===== config.mk =====
export PLATFORM = sky130hd
export DESIGN_NAME = integer_to_radix_string_flat
export DESIGN_NICKNAME = d
export VERILOG_FILES = /design/src/itrs_pkg.sv /design/src/itrs_in_if.sv /design/src/itrs_out_if.sv /design/src/integer_to_radix_string.sv /design/src/itrs_ram.sv /design/src/itrs_dp.sv /design/src/itrs_ctrl.sv /design/src/flat_wrapper.sv
export SDC_FILE = /design/constraint.sdc
export NUM_CORES = 1
export LEC_CHECK = 0
export ABC_AREA = 0
export BUFFER_PORTS_ARGS = -buffer_cell sky130_fd_sc_hd__buf_4
export CELL_PAD_IN_SITES_DETAIL_PLACEMENT = 1
export CELL_PAD_IN_SITES_GLOBAL_PLACEMENT = 1
export CORE_MARGIN = 5
export CORE_UTILIZATION = 57
export DETAILED_ROUTE_END_ITERATION = 16
export PLACE_DENSITY = 0.85
export SLEW_MARGIN = 20
export SYNTH_ARGS = -nofsm -noshare
export SYNTH_HDL_FRONTEND = slang
export SYNTH_SLANG_ARGS = --single-unit
export TNS_END_PERCENT = 100

===== constraint.sdc =====
create_clock -name clk -period 19.5 [get_ports clk]
set_input_delay 1.95 -clock clk [delete_from_list [all_inputs] [get_ports clk]]
set_output_delay 1.95 -clock clk [all_outputs]
set_load 0.01 [all_outputs]

===== src/itrs_pkg.sv =====
// ----------------------------------------------------------------------------
// itrs_pkg
// Shared widths, codes, command/status types and the digit symbol function
// for the integer to radix string converter.
// ----------------------------------------------------------------------------
package itrs_pkg;

    localparam int unsigned NUM_W      = 64;
    localparam int unsigned RADIX_W    = 6;
    localparam int unsigned LEN_W      = 7;
    localparam int unsigned CHAR_W     = 8;
    localparam int unsigned ERR_W      = 2;
    localparam int unsigned DIGIT_W    = 6;

    localparam int unsigned MAX_DIGITS_DEFAULT = 64;

    localparam int unsigned RADIX_MIN  = 2;
    localparam int unsigned RADIX_MAX  = 36;

    // restoring division, several quotient bits per cycle
    localparam int unsigned BITS_PER_CYCLE = 4;
    localparam int unsigned DIV_CYCLES     = NUM_W / BITS_PER_CYCLE;
    localparam int unsigned STEP_W         = $clog2(DIV_CYCLES);

    localparam logic [CHAR_W-1:0] CHAR_ZERO = 8'h30;
    localparam logic [CHAR_W-1:0] CHAR_A    = 8'h41;
    localparam logic [CHAR_W-1:0] CHAR_NONE = 8'h00;

    typedef enum logic [ERR_W-1:0] {
        ERR_NONE     = 2'd0,
        ERR_NEGATIVE = 2'd1,
        ERR_RADIX    = 2'd2,
        ERR_LENGTH   = 2'd3
    } itrs_err_t;

    typedef enum logic [2:0] {
        ST_IDLE,
        ST_ERR,
        ST_DIV,
        ST_WRITE,
        ST_PREP,
        ST_EMIT,
        ST_LOAD
    } itrs_state_t;

    typedef struct packed {
        logic load_in;
        logic load_err;
        logic div_init;
        logic div_step;
        logic wr_digit;
        logic prep;
        logic load_pad;
        logic rd_digit;
        logic load_digit;
    } itrs_cmd_t;

    typedef struct packed {
        itrs_err_t in_err;
        logic      step_done;
        logic      quot_zero;
        logic      count_full;
        logic      pad_zero;
        logic      last_digit;
        logic      out_free;
    } itrs_status_t;

    // digit value to ASCII, values above 35 clamp to 'Z'
    function automatic logic [CHAR_W-1:0] digit_to_char(input logic [DIGIT_W-1:0] d);
        logic [DIGIT_W-1:0] c;
        begin
            c = (d > DIGIT_W'(RADIX_MAX - 1)) ? DIGIT_W'(RADIX_MAX - 1) : d;
            if (c < DIGIT_W'(10))
                return CHAR_ZERO + CHAR_W'(c);
            else
                return CHAR_A + CHAR_W'(c) - CHAR_W'(10);
        end
    endfunction

endpackage


===== src/itrs_in_if.sv =====
// ----------------------------------------------------------------------------
// itrs_in_if
// Valid/ready channel carrying one conversion request.
// ----------------------------------------------------------------------------
interface itrs_in_if;
    import itrs_pkg::*;

    logic                       valid;
    logic                       ready;
    logic signed [NUM_W-1:0]    number;
    logic        [RADIX_W-1:0]  radix;
    logic        [LEN_W-1:0]    min_width;

    modport source (output valid, number, radix, min_width, input ready);
    modport sink   (input valid, number, radix, min_width, output ready);
endinterface


===== src/itrs_out_if.sv =====
// ----------------------------------------------------------------------------
// itrs_out_if
// Valid/ready channel carrying one output character.
// ----------------------------------------------------------------------------
interface itrs_out_if;
    import itrs_pkg::*;

    logic               valid;
    logic               ready;
    logic [CHAR_W-1:0]  digit_char;
    logic               last_char;
    logic [ERR_W-1:0]   error_code;

    modport source (output valid, digit_char, last_char, error_code, input ready);
    modport sink   (input valid, digit_char, last_char, error_code, output ready);
endinterface


===== src/integer_to_radix_string.sv =====
// ----------------------------------------------------------------------------
// integer_to_radix_string
// Converts a non-negative 64-bit integer to ASCII digits in radix 2..36,
// zero padded to a minimum length, one character per output transaction,
// most significant first, the final character marked.
// ----------------------------------------------------------------------------
//
//  channel   dir   payload                                  transaction
//  --------  ----  ---------------------------------------  ----------------
//  in_ch     in    number[63:0] radix[5:0] min_width[6:0]   one request
//  out_ch    out   digit_char[7:0] last_char error_code[1:0] one character
//
//  Sequence: a rejected request goes straight to one error character; otherwise
//  each digit takes divider steps covering all 64 quotient bits, 4 at a time,
//  and one store write, then a setup step, one load per pad and a read and a load per digit.
//  Reset clears the controller and output valid; every digit is written
//  before it is read, so the digit store needs none.
//  Output stalls hold the result register and pause emission; input waits.
//
module integer_to_radix_string #(
    parameter int unsigned MAX_DIGITS = itrs_pkg::MAX_DIGITS_DEFAULT
) (
    input  logic       clk,
    input  logic       rst_n,
    itrs_in_if.sink    in_ch,
    itrs_out_if.source out_ch
);
    import itrs_pkg::*;

    itrs_cmd_t    cmd;
    itrs_status_t status;

    // Controller: owns the input handshake and sequences the datapath
    itrs_ctrl u_ctrl (
        .clk      (clk),
        .rst_n    (rst_n),
        .in_valid (in_ch.valid),
        .in_ready (in_ch.ready),
        .status   (status),
        .cmd      (cmd)
    );

    // Datapath: divider, digit store and output register
    itrs_dp #(
        .MAX_DIGITS (MAX_DIGITS)
    ) u_dp (
        .clk        (clk),
        .rst_n      (rst_n),
        .cmd        (cmd),
        .status     (status),
        .number     (in_ch.number),
        .radix      (in_ch.radix),
        .min_width  (in_ch.min_width),
        .out_valid  (out_ch.valid),
        .out_ready  (out_ch.ready),
        .digit_char (out_ch.digit_char),
        .last_char  (out_ch.last_char),
        .error_code (out_ch.error_code)
    );

endmodule


===== src/itrs_ram.sv =====
// ----------------------------------------------------------------------------
// itrs_ram
// Generic single write port, single read port RAM with registered read.
// ----------------------------------------------------------------------------
module itrs_ram #(
    parameter int unsigned WIDTH = 8,
    parameter int unsigned DEPTH = 64
) (
    input  logic                     clk,
    input  logic                     wr_en,
    input  logic [$clog2(DEPTH)-1:0] wr_addr,
    input  logic [WIDTH-1:0]         wr_data,
    input  logic                     rd_en,
    input  logic [$clog2(DEPTH)-1:0] rd_addr,
    output logic [WIDTH-1:0]         rd_data
);

    logic [WIDTH-1:0] mem_reg [DEPTH];
    logic [WIDTH-1:0] rd_data_reg;

    always_ff @(posedge clk)
    begin
        if (wr_en)
        begin
            mem_reg[wr_addr] <= wr_data;
        end
        if (rd_en)
        begin
            rd_data_reg <= mem_reg[rd_addr];
        end
    end

    assign rd_data = rd_data_reg;

endmodule


===== src/itrs_dp.sv =====
// ----------------------------------------------------------------------------
// itrs_dp
// Datapath: operand registers, iterative divider, digit store, pad and
// digit counters, and the output register.
// ----------------------------------------------------------------------------
module itrs_dp #(
    parameter int unsigned MAX_DIGITS = itrs_pkg::MAX_DIGITS_DEFAULT
) (
    input  logic                              clk,
    input  logic                              rst_n,
    input  itrs_pkg::itrs_cmd_t               cmd,
    output itrs_pkg::itrs_status_t            status,
    input  logic signed [itrs_pkg::NUM_W-1:0]   number,
    input  logic        [itrs_pkg::RADIX_W-1:0] radix,
    input  logic        [itrs_pkg::LEN_W-1:0]   min_width,
    output logic                              out_valid,
    input  logic                              out_ready,
    output logic        [itrs_pkg::CHAR_W-1:0]  digit_char,
    output logic                              last_char,
    output logic        [itrs_pkg::ERR_W-1:0]   error_code
);
    import itrs_pkg::*;

    localparam int unsigned CNT_W  = $clog2(MAX_DIGITS + 1);
    localparam int unsigned ADDR_W = $clog2(MAX_DIGITS);

    logic [NUM_W-1:0]   quot_reg,  quot_next;
    logic [DIGIT_W-1:0] rem_reg,   rem_next;
    logic [RADIX_W-1:0] radix_reg;
    logic [LEN_W-1:0]   min_len_reg;
    itrs_err_t          err_reg;
    logic [STEP_W-1:0]  step_reg;
    logic [CNT_W-1:0]   count_reg;
    logic [CNT_W-1:0]   pad_reg;
    logic [CNT_W-1:0]   idx_reg;

    logic               out_valid_reg;
    logic [CHAR_W-1:0]  char_reg;
    logic               last_reg;
    logic [ERR_W-1:0]   code_reg;

    itrs_err_t          in_err;
    logic [CNT_W-1:0]   total;
    logic [CNT_W-1:0]   min_ext;
    logic [DIGIT_W-1:0] ram_rd_data;
    logic [CNT_W-1:0]   rd_index;

    // request checks, in priority order
    always_comb
    begin
        priority if (number[NUM_W-1])
            in_err = ERR_NEGATIVE;
        else if (radix < RADIX_W'(RADIX_MIN) || radix > RADIX_W'(RADIX_MAX))
            in_err = ERR_RADIX;
        else if (32'(min_width) > MAX_DIGITS)
            in_err = ERR_LENGTH;
        else
            in_err = ERR_NONE;
    end

    // restoring division, BITS_PER_CYCLE quotient bits a cycle
    always_comb
    begin
        logic [DIGIT_W:0] trial;
        quot_next = quot_reg;
        rem_next  = rem_reg;
        for (int i = 0; i < BITS_PER_CYCLE; i++)
        begin
            trial     = {rem_next, quot_next[NUM_W-1]};
            quot_next = {quot_next[NUM_W-2:0], 1'b0};
            if (trial >= {1'b0, radix_reg})
            begin
                trial        = trial - {1'b0, radix_reg};
                quot_next[0] = 1'b1;
            end
            rem_next = trial[DIGIT_W-1:0];
        end
    end

    assign min_ext  = CNT_W'(min_len_reg);
    assign total    = (min_ext > count_reg) ? min_ext : count_reg;
    assign rd_index = idx_reg - CNT_W'(1);

    always_ff @(posedge clk)
    begin
        if (cmd.load_in)
        begin
            quot_reg    <= {1'b0, number[NUM_W-2:0]};
            rem_reg     <= '0;
            step_reg    <= '0;
            radix_reg   <= radix;
            min_len_reg <= min_width;
            err_reg     <= in_err;
            count_reg   <= '0;
        end
        else
        begin
            if (cmd.div_step)
            begin
                quot_reg <= quot_next;
                rem_reg  <= rem_next;
                step_reg <= step_reg + STEP_W'(1);
            end
            if (cmd.div_init)
            begin
                rem_reg  <= '0;
                step_reg <= '0;
            end
            if (cmd.wr_digit)
            begin
                count_reg <= count_reg + CNT_W'(1);
            end
        end

        if (cmd.prep)
        begin
            pad_reg <= total - count_reg;
            idx_reg <= count_reg;
        end
        else if (cmd.load_pad)
        begin
            pad_reg <= pad_reg - CNT_W'(1);
        end
        else if (cmd.load_digit)
        begin
            idx_reg <= idx_reg - CNT_W'(1);
        end
    end

    itrs_ram #(
        .WIDTH (DIGIT_W),
        .DEPTH (MAX_DIGITS)
    ) u_digit_store (
        .clk     (clk),
        .wr_en   (cmd.wr_digit),
        .wr_addr (count_reg[ADDR_W-1:0]),
        .wr_data (rem_reg),
        .rd_en   (cmd.rd_digit),
        .rd_addr (rd_index[ADDR_W-1:0]),
        .rd_data (ram_rd_data)
    );

    // output register
    always_ff @(posedge clk or negedge rst_n)
    begin
        if (!rst_n)
        begin
            out_valid_reg <= 1'b0;
        end
        else if (cmd.load_err || cmd.load_pad || cmd.load_digit)
        begin
            out_valid_reg <= 1'b1;
        end
        else if (out_ready)
        begin
            out_valid_reg <= 1'b0;
        end
    end

    always_ff @(posedge clk)
    begin
        if (cmd.load_err)
        begin
            char_reg <= CHAR_NONE;
            last_reg <= 1'b1;
            code_reg <= err_reg;
        end
        else if (cmd.load_pad)
        begin
            char_reg <= CHAR_ZERO;
            last_reg <= (pad_reg == CNT_W'(1)) && (idx_reg == '0);
            code_reg <= ERR_NONE;
        end
        else if (cmd.load_digit)
        begin
            char_reg <= digit_to_char(ram_rd_data);
            last_reg <= (idx_reg == CNT_W'(1));
            code_reg <= ERR_NONE;
        end
    end

    assign out_valid  = out_valid_reg;
    assign digit_char = char_reg;
    assign last_char  = last_reg;
    assign error_code = code_reg;

    assign status.in_err     = in_err;
    assign status.step_done  = (step_reg == STEP_W'(DIV_CYCLES - 1));
    assign status.quot_zero  = (quot_reg == '0);
    assign status.count_full = (count_reg == CNT_W'(MAX_DIGITS - 1));
    assign status.pad_zero   = (pad_reg == '0);
    assign status.last_digit = (idx_reg == CNT_W'(1));
    assign status.out_free   = !out_valid_reg || out_ready;

endmodule


===== src/itrs_ctrl.sv =====
// ----------------------------------------------------------------------------
// itrs_ctrl
// Controller: sequences request capture, division, padding and emission.
// ----------------------------------------------------------------------------
module itrs_ctrl (
    input  logic                   clk,
    input  logic                   rst_n,
    input  logic                   in_valid,
    output logic                   in_ready,
    input  itrs_pkg::itrs_status_t status,
    output itrs_pkg::itrs_cmd_t    cmd
);
    import itrs_pkg::*;

    itrs_state_t state_reg, state_next;

    always_ff @(posedge clk or negedge rst_n)
    begin
        if (!rst_n)
        begin
            state_reg <= ST_IDLE;
        end
        else
        begin
            state_reg <= state_next;
        end
    end

    always_comb
    begin
        state_next = state_reg;
        cmd        = '0;
        in_ready   = 1'b0;
        unique case (state_reg)
            ST_IDLE:
            begin
                in_ready = 1'b1;
                if (in_valid)
                begin
                    cmd.load_in = 1'b1;
                    state_next  = (status.in_err != ERR_NONE) ? ST_ERR : ST_DIV;
                end
            end
            ST_ERR:
            begin
                if (status.out_free)
                begin
                    cmd.load_err = 1'b1;
                    state_next   = ST_IDLE;
                end
            end
            ST_DIV:
            begin
                cmd.div_step = 1'b1;
                if (status.step_done)
                begin
                    state_next = ST_WRITE;
                end
            end
            ST_WRITE:
            begin
                cmd.wr_digit = 1'b1;
                if (status.quot_zero || status.count_full)
                begin
                    state_next = ST_PREP;
                end
                else
                begin
                    cmd.div_init = 1'b1;
                    state_next   = ST_DIV;
                end
            end
            ST_PREP:
            begin
                cmd.prep   = 1'b1;
                state_next = ST_EMIT;
            end
            ST_EMIT:
            begin
                if (!status.pad_zero)
                begin
                    cmd.load_pad = status.out_free;
                end
                else
                begin
                    cmd.rd_digit = 1'b1;
                    state_next   = ST_LOAD;
                end
            end
            ST_LOAD:
            begin
                if (status.out_free)
                begin
                    cmd.load_digit = 1'b1;
                    state_next     = status.last_digit ? ST_IDLE : ST_EMIT;
                end
            end
            default:
            begin
                state_next = ST_IDLE;
            end
        endcase
    end

endmodule

===== src/flat_wrapper.sv =====
// flat-port wrapper written by rule: the top's interface ports become plain ports
module integer_to_radix_string_flat import itrs_pkg::*;
#(
    parameter int unsigned MAX_DIGITS = itrs_pkg::MAX_DIGITS_DEFAULT
)
  (clk, rst_n, in_ch_valid, in_ch_number, in_ch_radix, in_ch_min_width, in_ch_ready, out_ch_valid, out_ch_digit_char, out_ch_last_char, out_ch_error_code, out_ch_ready);
  itrs_in_if in_ch_i ();
  itrs_out_if out_ch_i ();
  input  logic clk;
  input  logic rst_n;
  input wire logic [$bits(in_ch_i.valid)-1:0] in_ch_valid;
  input wire logic [$bits(in_ch_i.number)-1:0] in_ch_number;
  input wire logic [$bits(in_ch_i.radix)-1:0] in_ch_radix;
  input wire logic [$bits(in_ch_i.min_width)-1:0] in_ch_min_width;
  output wire logic [$bits(in_ch_i.ready)-1:0] in_ch_ready;
  output wire logic [$bits(out_ch_i.valid)-1:0] out_ch_valid;
  output wire logic [$bits(out_ch_i.digit_char)-1:0] out_ch_digit_char;
  output wire logic [$bits(out_ch_i.last_char)-1:0] out_ch_last_char;
  output wire logic [$bits(out_ch_i.error_code)-1:0] out_ch_error_code;
  input wire logic [$bits(out_ch_i.ready)-1:0] out_ch_ready;
  assign in_ch_i.valid = in_ch_valid;
  assign in_ch_i.number = in_ch_number;
  assign in_ch_i.radix = in_ch_radix;
  assign in_ch_i.min_width = in_ch_min_width;
  assign in_ch_ready = in_ch_i.ready;
  assign out_ch_valid = out_ch_i.valid;
  assign out_ch_digit_char = out_ch_i.digit_char;
  assign out_ch_last_char = out_ch_i.last_char;
  assign out_ch_error_code = out_ch_i.error_code;
  assign out_ch_i.ready = out_ch_ready;
  integer_to_radix_string #(.MAX_DIGITS(MAX_DIGITS)) u_core (.clk(clk), .rst_n(rst_n), .in_ch(in_ch_i), .out_ch(out_ch_i));
endmodule

**Word level (Yosys, flattened, before mapping)**

Memories as Yosys holds them, arrays and structs flattened. A register that Yosys moved wholly into a read port is not among the register bits.
Cells that the tools add are included.

- Memories: 1
- Memory bits (writable): 384
- Input port bits: 81
- Register bits: 125
- Output and inout bits: 13
- Word-level logic and storage cells: 132

Memory list:

| name | depth | bits a word | rd ports | clocked after Yosys merged registers in | write ports | RTL line | source |
|---|---|---|---|---|---|---|---|
| u_core.u_dp.u_digit_store.mem_reg | 64 | 6 | 1 | 1 | 1 | itrs_ram.sv:18 | `logic [WIDTH-1:0] mem_reg [DEPTH];` |

- Add/sub/neg operators: 12
- Equal/unequal tests: 16
- Mux-type cells: 55
- Magnitude comparators: 10
- Reductions and logical operators: 22

Operators with widths:

| kind | count |
|---|---|
| 63-bit 2-to-1 mux | 2 |
| 64-bit zero test | 1 |
| 6-bit 2-to-1 mux | 7 |
| 7-bit 2-to-1 mux | 6 |
| 7-bit by 6-bit >= comparator with 1-bit output | 4 |
| 6-bit subtractor | 4 |
| 1-bit 2-to-1 mux | 23 |
| 3-bit 2-to-1 mux | 7 |
| 3-bit one-hot mux with 7 select lines | 1 |
| 2-bit 2-to-1 mux | 8 |
| 7-bit by 1-bit equality test with 1-bit output, second input constant | 2 |
| 7-bit zero test | 2 |
| 7-bit by 1-bit subtractor with 7-bit output, second input constant | 2 |
| 6-bit greater-than comparator, second input constant | 2 |
| 2-bit nonzero test | 6 |
| 3-bit equality test, second input constant | 3 |
| 7-bit by 6-bit adder with 8-bit output, first input constant | 1 |
| 8-bit 2-to-1 mux | 1 |
| 2-bit inequality test, second input constant | 4 |
| 8-bit by 4-bit subtractor with 8-bit output, second input constant | 1 |
| 6-bit by 6-bit adder with 7-bit output, first input constant | 1 |
| 7-bit by 1-bit adder with 7-bit output, second input constant | 1 |
| 7-bit by 6-bit equality test with 1-bit output, second input constant | 1 |
| 7-bit greater-than comparator | 1 |
| other kinds (17) | 24 |

**Logic depth before layout (Yosys ltp)**

Gate-level depths: netlist of the first run.

- Depth after elaboration: 10
- Depth in mapped cells: 31
- Mapped depth without buffers: 31

**Modules after synthesis**

A second synthesis of the first run with hierarchy kept.

- Cell total of the unflattened synthesis: 1406
- Area, all modules: 22781.8 um^2

By module, submodules not included:

| module | area each (um^2) | seq. area each (um^2) | instances | cells an instance |
|---|---|---|---|---|
| itrs_ram | 15285.9 | 11711.2 | 1 | 720 |
| itrs_dp | 7151.9 | 3368.2 | 1 | 641 |
| itrs_ctrl | 344.1 | 75.1 | 1 | 45 |

**Worst setup path after synthesis of the first run**

OpenSTA, ideal clock, no wires.

- Path type: reg2reg
- Start: register u_core.u_dp.rem_reg[1]
- End: register u_core.u_dp.rem_reg[1]
- Arrival: 7.592 ns
- Stages on the path, launching flop included: 30
- Slack: 11.792 ns
- Data required time: 19.384 ns
- Clock period less this slack: 7.708 ns
- Path buffers: 0
- Setup time: 0.116 ns
- Cell sequence: dfxtp_1 > ha_1 > nand2_1 > o21a_1 > o21ai_4 > mux2_2 > inv_1 > ha_1 > a2111o_1 > o2111ai_1 > o2111a_1 > nand2_2 > mux2_2 > ha_1 > o21ai_1 > a21oi_1 > o22a_1 > a2111o_1 > a21oi_1 > a31oi_1 > mux2i_1 > ha_1 > nor2b_1 > o21a_1 > o21a_1 > o31a_1 > a211oi_2 > a22oi_4 > a32o_1 > a31o_1

- Longest elaborated chain between the ends: 8
- Elaborated cells on any way between the ends: 12
- Classes of those cells: add/sub: 4; order compare: 4; mux: 4

RTL lines:

| what | RTL line | source |
|---|---|---|
| from (decl) | itrs_dp.sv:28 | `logic [DIGIT_W-1:0] rem_reg, rem_next;` |
| from (signal assigned) | itrs_dp.sv:101 | `rem_reg <= rem_next;` |
| 6-bit subtractor / 7-bit by 6-bit >= comparator with 1-bit output (equally long branches) | itrs_dp.sv:73, itrs_dp.sv:71 |  |
| 6-bit 2-to-1 mux * | itrs_dp.sv:71 | `if (trial >= {1'b0, radix_reg})` |
| 6-bit subtractor / 7-bit by 6-bit >= comparator with 1-bit output (equally long branches) | itrs_dp.sv:73, itrs_dp.sv:71 |  |
| 6-bit 2-to-1 mux * | itrs_dp.sv:71 |  |
| 7-bit by 6-bit >= comparator with 1-bit output / 6-bit subtractor (equally long branches) | itrs_dp.sv:71, itrs_dp.sv:73 |  |
| 6-bit 2-to-1 mux * | itrs_dp.sv:71 |  |
| 6-bit subtractor / 7-bit by 6-bit >= comparator with 1-bit output (equally long branches) | itrs_dp.sv:73, itrs_dp.sv:71 |  |
| 6-bit 2-to-1 mux * | itrs_dp.sv:71 |  |

Every way passes the cells marked *; elsewhere a longest branch is shown, timed or not.
A chain may end at the register's enable or synchronous reset.

**Worst setup path in the final report of the first run**

Same ends and word-level chain as after synthesis.

==> summary by stage, run 1 <==
Critical path
The longest individual stage delay on the worst path is 0.77 ns. The most numerous cell type found on the critical path is sky130_fd_sc_hd__ha_1. The type of the worst setup path is flip-flop to flip-flop.

The largest driver fanout on the critical path is 67. The data arrival time at the worst-slack endpoint is 8.86 ns. The critical path startpoint category is a flip-flop. The slowest stage cell on the critical path is sky130_fd_sc_hd__dfxtp_4.

The category of the worst setup path capture point is a flip-flop. The worst path required time is 19.98 ns.

Clock network
The clock transition at the register clock pins on the worst setup and hold paths after CTS is 0.06 ns. The total clock sinks is 514. The cell chosen for the clock root is sky130_fd_sc_hd__clkbuf_16. TritonCTS built the clock tree. The worst-skew pair later-pin latency is 0.59 ns.

The maximum buffer depth of the clock tree is 3. Gates resized during post-CTS repair numbered 0. Counting the buffers created by CTS gives 51. The H-tree generated during clock tree synthesis spans 2 levels. The number of buffers inserted by post-CTS setup repair is 0. The number of hold buffers added after CTS was 0.

Logic synthesis
Ranked by instance count, the synthesized netlist is headed by 484 x sky130_fd_sc_hd__edfxtp_1, 232 x sky130_fd_sc_hd__nand2_1, 126 x sky130_fd_sc_hd__mux4_2. The cell area after synthesis is 0.0226 mm2. The synthesized netlist net count is 1564. Counting flops and latches in the post-synthesis netlist gives 514.

The register area share after synthesis is 67.2%. Sorting the synthesized cells by area gives the leading types as sky130_fd_sc_hd__edfxtp_1 64%, sky130_fd_sc_hd__mux4_2 13%, sky130_fd_sc_hd__nand2_1 3.9%. The fraction of synthesized area in multiplexers is 14.0%.

The combinational family with the most area after synthesis is multiplexers. The xor/xnor share of the synthesized area is 1.39%. In this run, synthesis inferred 484 flip-flops with an integrated enable. The number of warnings issued by yosys is 0. The proportion of synthesized flip-flops having asynchronous set or reset is 0.778%. Of the post-synthesis cell area, the dominant cell type holds 64.5%. The gate count after technology mapping is 1434.

The post-synthesis adder-cell area fraction is 2.89%. The biggest area consumer among synthesized cells is sky130_fd_sc_hd__edfxtp_1. Averaged over all synthesized cells, the footprint is 15.7 um2. After synthesis, the netlist uses 74 different library cells. The synthesized netlist devotes 3.97% of its cell area to compound gates. The area fraction in and, or, nand and nor cells after synthesis is 8.78%. The most numerous cell in the Yosys netlist is sky130_fd_sc_hd__edfxtp_1. The predominant post-synthesis flop cell is sky130_fd_sc_hd__edfxtp_1.

Placement
The HPWL after detailed placement is 37.7 mm. The routability-driven placement congestion ratio is 0.836. The number of I/O port buffers is 92.

The placed instances occupy a cell area of 0.0238 mm2.

Power
IR analysis of the VDD net gives a maximum drop of 181 uV. The overall power of the completed layout is 4.40 mW. The leakage power figure is 8.89 nW. The power density over the cells is 173 mW/mm2.

Global routing
The via count of the first global-routing pass is 14632. The aggregate global routing overflow is 0. Global routing consumed, over all layers together, 27.4% of the routing resources. The first global-routing pass estimated 90.9 mm of wire.

The largest net degree at the start of global routing is 100. The initial antenna violation count is 0.

Floorplan
The initial core utilization is 57.9%. The core area is 0.0389 mm2. 94 I/O pins were placed. The die outline area is 0.0436 mm2. In this run the horizontal extent of the chip is 209 um.

In this run the vertical extent of the chip is 209 um. In this run the core area contains 72 standard-cell rows.

Timing
For the finished layout, the period the worst path requires is 8.39 ns. The fraction of the cycle the final worst path needs is 43.0%. Across the routed clock network, the largest skew measured is 0.0182 ns. Setup repair after global routing left no endpoint under its margin. The worst pin sits at a relative slew slack of 26.5%. The number of max-slew violations in the final report is 0. The top achievable clock speed is 0.119 GHz. The hold violation total from the final report is 0.

Adding up every negative setup slack in the final design gives 0 ns. At the pin with the least slew margin, the transition time is 1.10 ns. Setup violations remaining at the end of the flow were counted as 0.

Detailed routing
Dividing the detail-routed via count by the number of cells gives 6.40. The count of vias placed by the detailed router is 13418. For this run, design rule violations remaining after detail routing come to 0. In the final routed layout, each cell accounts on average for 28.2 um. Summed over all layers, the routed wires come to 59.2 mm.

In this run the remaining antenna-violating nets after routing total 0. In this run, the number of DRC markers left after iteration 0 of detailed routing was 1325. The pre-antenna-repair detailed-routing pass consisted of 5 iterations.

Finish
Cells fill 65.5% of the core in the end. The design area is 0.0255 mm2. The area overhead of the layout relative to synthesis is 13.0%. The post-route netlist has 21.8% of its cells at a drive strength greater than 1. The number of antenna repair diodes is 0. The layout has 3457 filler cells.

The flip-flop count of the largest register after layout is 384. The net count reported at finish is 1668.

Status
The flow ran to the end, and the final reports show no timing, DRC or antenna violations.

Min path
The worst hold path belongs to the class flip-flop to flip-flop.

Job
The count of maximum capacitance violations is 0.
[per-stage QoR]
stage | hold slack [ns] | setup slack, ns | std cells
5_1_grt | 0.525 | 10.77 | 2098
3_3_place_gp | 0.455 | 11.29 | 2003
3_5_place_dp | 0.475 | 10.84 | 2003
4_1_cts | 0.497 | 10.76 | 2098
2_1_floorplan | 0.449 | 11.79 | 1434
6_report | 0.498 | 11.11 | 2098
[final cells by class]
class | count | area [um2] | share of cell area, %
clock buffer | 70 | 1420 | 5.57
clock inverter | 25 | 240 | 0.943
inverter | 40 | 150 | 0.589
multi-input combinational | 826 | 7050 | 27.7
sequential | 514 | 15200 | 59.5
tap | 518 | 648 | 2.54
timing repair buffer | 105 | 801 | 3.14
[path summary, 6_finish.rpt]
path                                         start                         end  slack (ns)  depth (start not counted)
setup / recovery            u_core.u_dp.rem_reg[1]      u_core.u_dp.rem_reg[1]       11.11                         29
hold / removal             u_core.u_dp.step_reg[1]     u_core.u_dp.step_reg[1]        0.50                          2
setup reg to reg            u_core.u_dp.rem_reg[1]      u_core.u_dp.rem_reg[1]       11.11                         29
hold reg to reg            u_core.u_dp.step_reg[1]     u_core.u_dp.step_reg[1]        0.50                          2
max in group asynchronous                    rst_n  u_core.u_ctrl.state_reg[2]       18.23                          1
min in group asynchronous                    rst_n  u_core.u_ctrl.state_reg[1]        1.15                          1
[cells in the final DEF, fill, tap and decap left out, types with 13 or more instances in the layout]
cell                          n
sky130_fd_sc_hd__edfxtp_1   484
sky130_fd_sc_hd__nand2_1    230
sky130_fd_sc_hd__mux4_2     126
sky130_fd_sc_hd__nor2_1     120
sky130_fd_sc_hd__buf_4      104
sky130_fd_sc_hd__clkbuf_16   52
sky130_fd_sc_hd__ha_1        43
sky130_fd_sc_hd__inv_1       37
sky130_fd_sc_hd__a21oi_1     32
sky130_fd_sc_hd__dfxtp_1     20
sky130_fd_sc_hd__nor4_1      19
sky130_fd_sc_hd__nand3_1     18
sky130_fd_sc_hd__xnor2_1     17
sky130_fd_sc_hd__o21ai_0     16
sky130_fd_sc_hd__mux2i_1     16
sky130_fd_sc_hd__xor2_1      15
sky130_fd_sc_hd__nor3_1      13
sky130_fd_sc_hd__clkinv_2    13
sky130_fd_sc_hd__clkbuf_1    13
[power breakdown]
part | leakage, nW | total [mW] | internal (mW) | switching [mW]
Sequential | 4.73 | 1.58 | 1.47 | 0.117
Combinational | 3.35 | 1.84 | 0.738 | 1.10
Clock | 0.817 | 0.980 | 0.563 | 0.417
[worst max-delay path: cells and delay by family (launching register included)]
kind / cells / cell delay (ns)
compound gates: 19 / 4.49
fa+ha+maj: 4 / 1.33
mux: 3 / 1.21
flops: 1 / 0.77
simple gates: 2 / 0.37
buf+inv: 1 / 0.08
[cells by family after synthesis]
kind of cell    Yosys count
flops                   514
simple gates            455
mux                     156
compound gates          130
buf+inv                  94
fa+ha+maj                49
xor+xnor                 35
other cells               1
[per-layer routing]
layer	global-route usage [%]	vias up	share of wire, %	routed length [um]
met5	0	-	0	0
met4	10.4	0	4.0	2380
met3	5.02	144	6.2	3690
met2	47.8	620	52	30900
met1	34.4	6907	38	22200
li1	-	5747	-	-
Note: power is estimated with default switching activity, not from simulation.
==> run 2: changes to the inputs <==
--- a/config.mk
+++ b/config.mk
@@ -10,9 +10,9 @@
 export CELL_PAD_IN_SITES_DETAIL_PLACEMENT = 1
 export CELL_PAD_IN_SITES_GLOBAL_PLACEMENT = 1
 export CORE_MARGIN = 5
-export CORE_UTILIZATION = 57
+export CORE_UTILIZATION = 48
 export DETAILED_ROUTE_END_ITERATION = 16
-export PLACE_DENSITY = 0.85
+export PLACE_DENSITY = 0.76
 export SLEW_MARGIN = 20
 export SYNTH_ARGS = -nofsm -noshare
 export SYNTH_HDL_FRONTEND = slang
==> constraint.sdc (replaced) <==
create_clock -name clk -period 7.1 [get_ports clk]
set_input_delay 0.71 -clock clk [delete_from_list [all_inputs] [get_ports clk]]
set_output_delay 0.71 -clock clk [all_outputs]
set_load 0.01 [all_outputs]
==> run 2 against run 1 <==
Net effect: largest cell class unchanged; sequential power grew to 2.7 times the previous value; clock skew up 0.0070 ns; final area grew 2.6%; utilization fell by 9.3 points; maximum frequency increased by 19%; global-route usage shrank 5.6 points.
==> summary by stage, run 2 (synthesized netlist as in run 1, its figures left out) <==
Status
The run finished with clean final reports.

Global routing
In this run the most used layer during global routing was met2. The largest net degree at the start of global routing is 100 (unchanged). The global-route total usage across every layer is 21.8% (-5.6 points).

The initial antenna violation count is 0 (unchanged). The fraction of met3 tracks used by global routing is 3.86% (-1.2 points). The global routing usage on met2 was 36.2% (-12 points). The via count of the first global-routing pass is 13912 (-4.9%). The aggregate global routing overflow came to 0 (unchanged). The routing usage on met1 is 29.7% (-4.7 points). The wire length of the first global-routing pass is 85.1 mm (-6.4%).

Detailed routing
The routed length per placed instance was 25.3 um (-10%). The first-iteration detailed-routing DRC count is 981 (-26%). The sum of routed wire length over all layers is 56.4 mm (-4.7%). The post-detailed-route via-to-cell ratio is 5.87 (-8.2%). The number of iterations in the first detailed-routing pass is 5 (unchanged). The remaining design rule violation count came to 0 (unchanged). The residual antenna-violating net count after detailed routing is 0 (unchanged).

The count of vias placed by the detailed router is 13097 (-2.4%).

Critical path
The category of the worst setup path capture point is a flip-flop. The critical path in this run is classified as flip-flop to flip-flop. In this run the critical register-to-register path is launched from u_core.u_dp.radix_reg[0]. The largest driver fanout on the critical path is 6 (-91%).

The critical path startpoint category is a flip-flop. In this run the critical register-to-register path is captured at u_core.u_dp.rem_reg[2]. For this design, the slowest cell found on the critical path is sky130_fd_sc_hd__edfxtp_1. The worst setup slack for register-to-register paths is 0.08 ns (-11.04 ns).

The longest individual stage delay on the worst path is 0.44 ns (-0.33 ns). The cell depth of the worst flop-to-flop path is 29 (unchanged). The worst path required time was 7.57 ns (-12.41 ns). The data arrival time at the worst-slack endpoint is 7.49 ns (-1.37 ns).

The source of the critical timing path is u_core.u_dp.radix_reg[0].

Clock network
The clock tree from TritonCTS is built. The cell chosen for the clock root is sky130_fd_sc_hd__clkbuf_16. The worst-skew pair later-pin latency is 0.59 ns (about the same).

The number of buffers inserted during clock tree synthesis came to 53 (+3.9%). The maximum buffer depth of the clock tree is 3 (unchanged). The clock transition at the register clock pins on the worst setup and hold paths after CTS is 0.06 ns (about the same). The total clock sinks is 514 (unchanged). The number of H-tree branching levels is 2 (unchanged).

Floorplan
The horizontal die dimension is 227 um (+8.5%). The die height is 227 um (+8.5%). The initial core utilization came to 48.4% (-9.5 points). The core area is 0.0466 mm2 (+20%). The number of rows created at floorplan was 79 (+9.7%). The number of top-level pins came to 94 (unchanged). The die outline area is 0.0514 mm2 (+18%).

Min path
The cell count of the worst hold path is 1 (-1). In this run the most critical hold path is launched from in_ch_min_width[4]. The worst hold endpoint is u_core.u_dp.min_ext[4]. The path class of the tightest hold or removal check is input port to flip-flop.

Timing
The number of max-slew violations in the final report is 0 (unchanged). The shortest period the worst path allows came to 7.02 ns (-1.36 ns). The count of final setup violators was 0 (unchanged).

The worst setup skew after layout is 0.0252 ns (+0.00703 ns). The worst slew slack as a fraction of its limit is 29.0% (+2.6 points). The hold violation total from the final report was 0 (unchanged).

The slew at the pin closest to its max-slew limit is 1.06 ns (-0.0383 ns). The fraction of the cycle the final worst path needs is 98.9% (+56 points). The total negative slack for setup checks is 0 ns (unchanged).

The top achievable clock speed was 0.142 GHz (+19%).

Power
The leakage power figure was 9.11 nW (+2.4%). The worst ir drop on vdd came to 504 uV (+180%). The power density over the cells was 498 mW/mm2 (+190%).

Job
The count of maximum capacitance violations is 0 (unchanged).

Finish
The area taken by multi-input logic gates is 0.00729 mm2 (+3.4%). The net count reported at finish came to 1712 (+2.6%). The final design utilization came to 56.2% (-9.3 points). The number of filler cells placed in the layout is 4326 (+25%). The proportion of layout cells with a drive suffix above 1 came to 25.2% (+3.4 points). The top cell types in the final layout, fill and taps aside, are 484 x sky130_fd_sc_hd__edfxtp_1, 230 x sky130_fd_sc_hd__nand2_1, 144 x sky130_fd_sc_hd__buf_4. The flip-flop count of the largest register after layout is 384 (unchanged).

The number of antenna repair diodes came to 0 (unchanged). The most common cell after layout, fill and taps aside is sky130_fd_sc_hd__edfxtp_1. The register area came to 0.0152 mm2 (about the same). The area growth from synthesis to layout is 16.0%.

Placement
The routability-driven placement congestion ratio is 0.831 (-0.57%). The post-detailed-placement half-perimeter wirelength is 37.0 mm (-2.1%). The number of I/O port buffers is 92 (unchanged).
## run 2: cell types whose count changed in the layout (fill, tap and decap cells not counted), moves of 5 or more
cell                       previous run  this run
sky130_fd_sc_hd__buf_4              104       144
sky130_fd_sc_hd__ha_4                 1        10
sky130_fd_sc_hd__clkbuf_8             5         0
sky130_fd_sc_hd__clkinv_1             6        23
sky130_fd_sc_hd__ha_1                43        32
sky130_fd_sc_hd__clkbuf_1            13         3
## run 2: worst max path at each step
stage / end / slack (ns) / cells past startpoint
after floorplan: u_core.u_dp.rem_reg[1] / 0.01 / 29
after global placement: u_core.u_dp.rem_reg[1] / 0.07 / 29
after detailed placement: u_core.u_dp.rem_reg[1] / -0.14 / 29
after CTS: u_core.u_dp.rem_reg[1] / 0.01 / 30
after global routing: u_core.u_dp.rem_reg[2] / -0.13 / 30
final: u_core.u_dp.rem_reg[2] / 0.08 / 29
## run 2: layout make-up
cell class / instances / share of cell area (%)
clock buffers: 57 / 5.21
well taps: 607 / 2.90
clock inverters: 40 / 1.15
inverters: 40 / 0.584
multi-input cells: 827 / 27.9
flip-flops and latches: 514 / 58.0
repair buffers: 146 / 4.25
## run 2: worst max-delay path: cells and delay by family (launching register included)
family | cells | cell delay (ns)
buf+inv | 1 | 0.06
simple gates | 4 | 0.64
fa+ha+maj | 4 | 1.02
mux | 3 | 0.99
compound gates | 17 | 3.75
flops | 1 | 0.44
## run 2: what timing repair did
action                                 CTS  global route
hold buffers                             1             0
endpoints found under the hold margin    4             0
setup endpoints to repair                5             7
pin swaps                                4            24
gates resized for setup                  3            40
setup buffers                            2            19
cloned                                   0             1
## run 2: power by group
group | total, mW | internal (mW) | switching (mW) | leakage (nW)
clock network | 2.67 | 1.53 | 1.14 | 0.814
registers | 4.26 | 4.03 | 0.224 | 4.73
logic | 6.11 | 2.68 | 3.43 | 3.57
## run 2: per-stage QoR
stage | hold slack [ns] | power [mW] | cells | setup WS (ns) | instance area [um2]
after floorplan | 0.414 | 7.94 | 1434 | 0.00963 | 22600
after global placement | 0.455 | 9.26 | 2111 | 0.0666 | 24100
after detailed placement | 0.465 | 9.52 | 2111 | -0.137 | 24100
after CTS | 0.273 | 12.3 | 2211 | 0.0126 | 25800
after global routing | 0.284 | 13.7 | 2231 | -0.125 | 26200
final | 0.306 | 13.0 | 2231 | 0.0757 | 26200
## run 2: metal layers
metal	routed length, um	share of wire [%]
met3	3360	5.9
met4	1640	2.9
met1	23000	41
met5	0	0
met2	28400	50
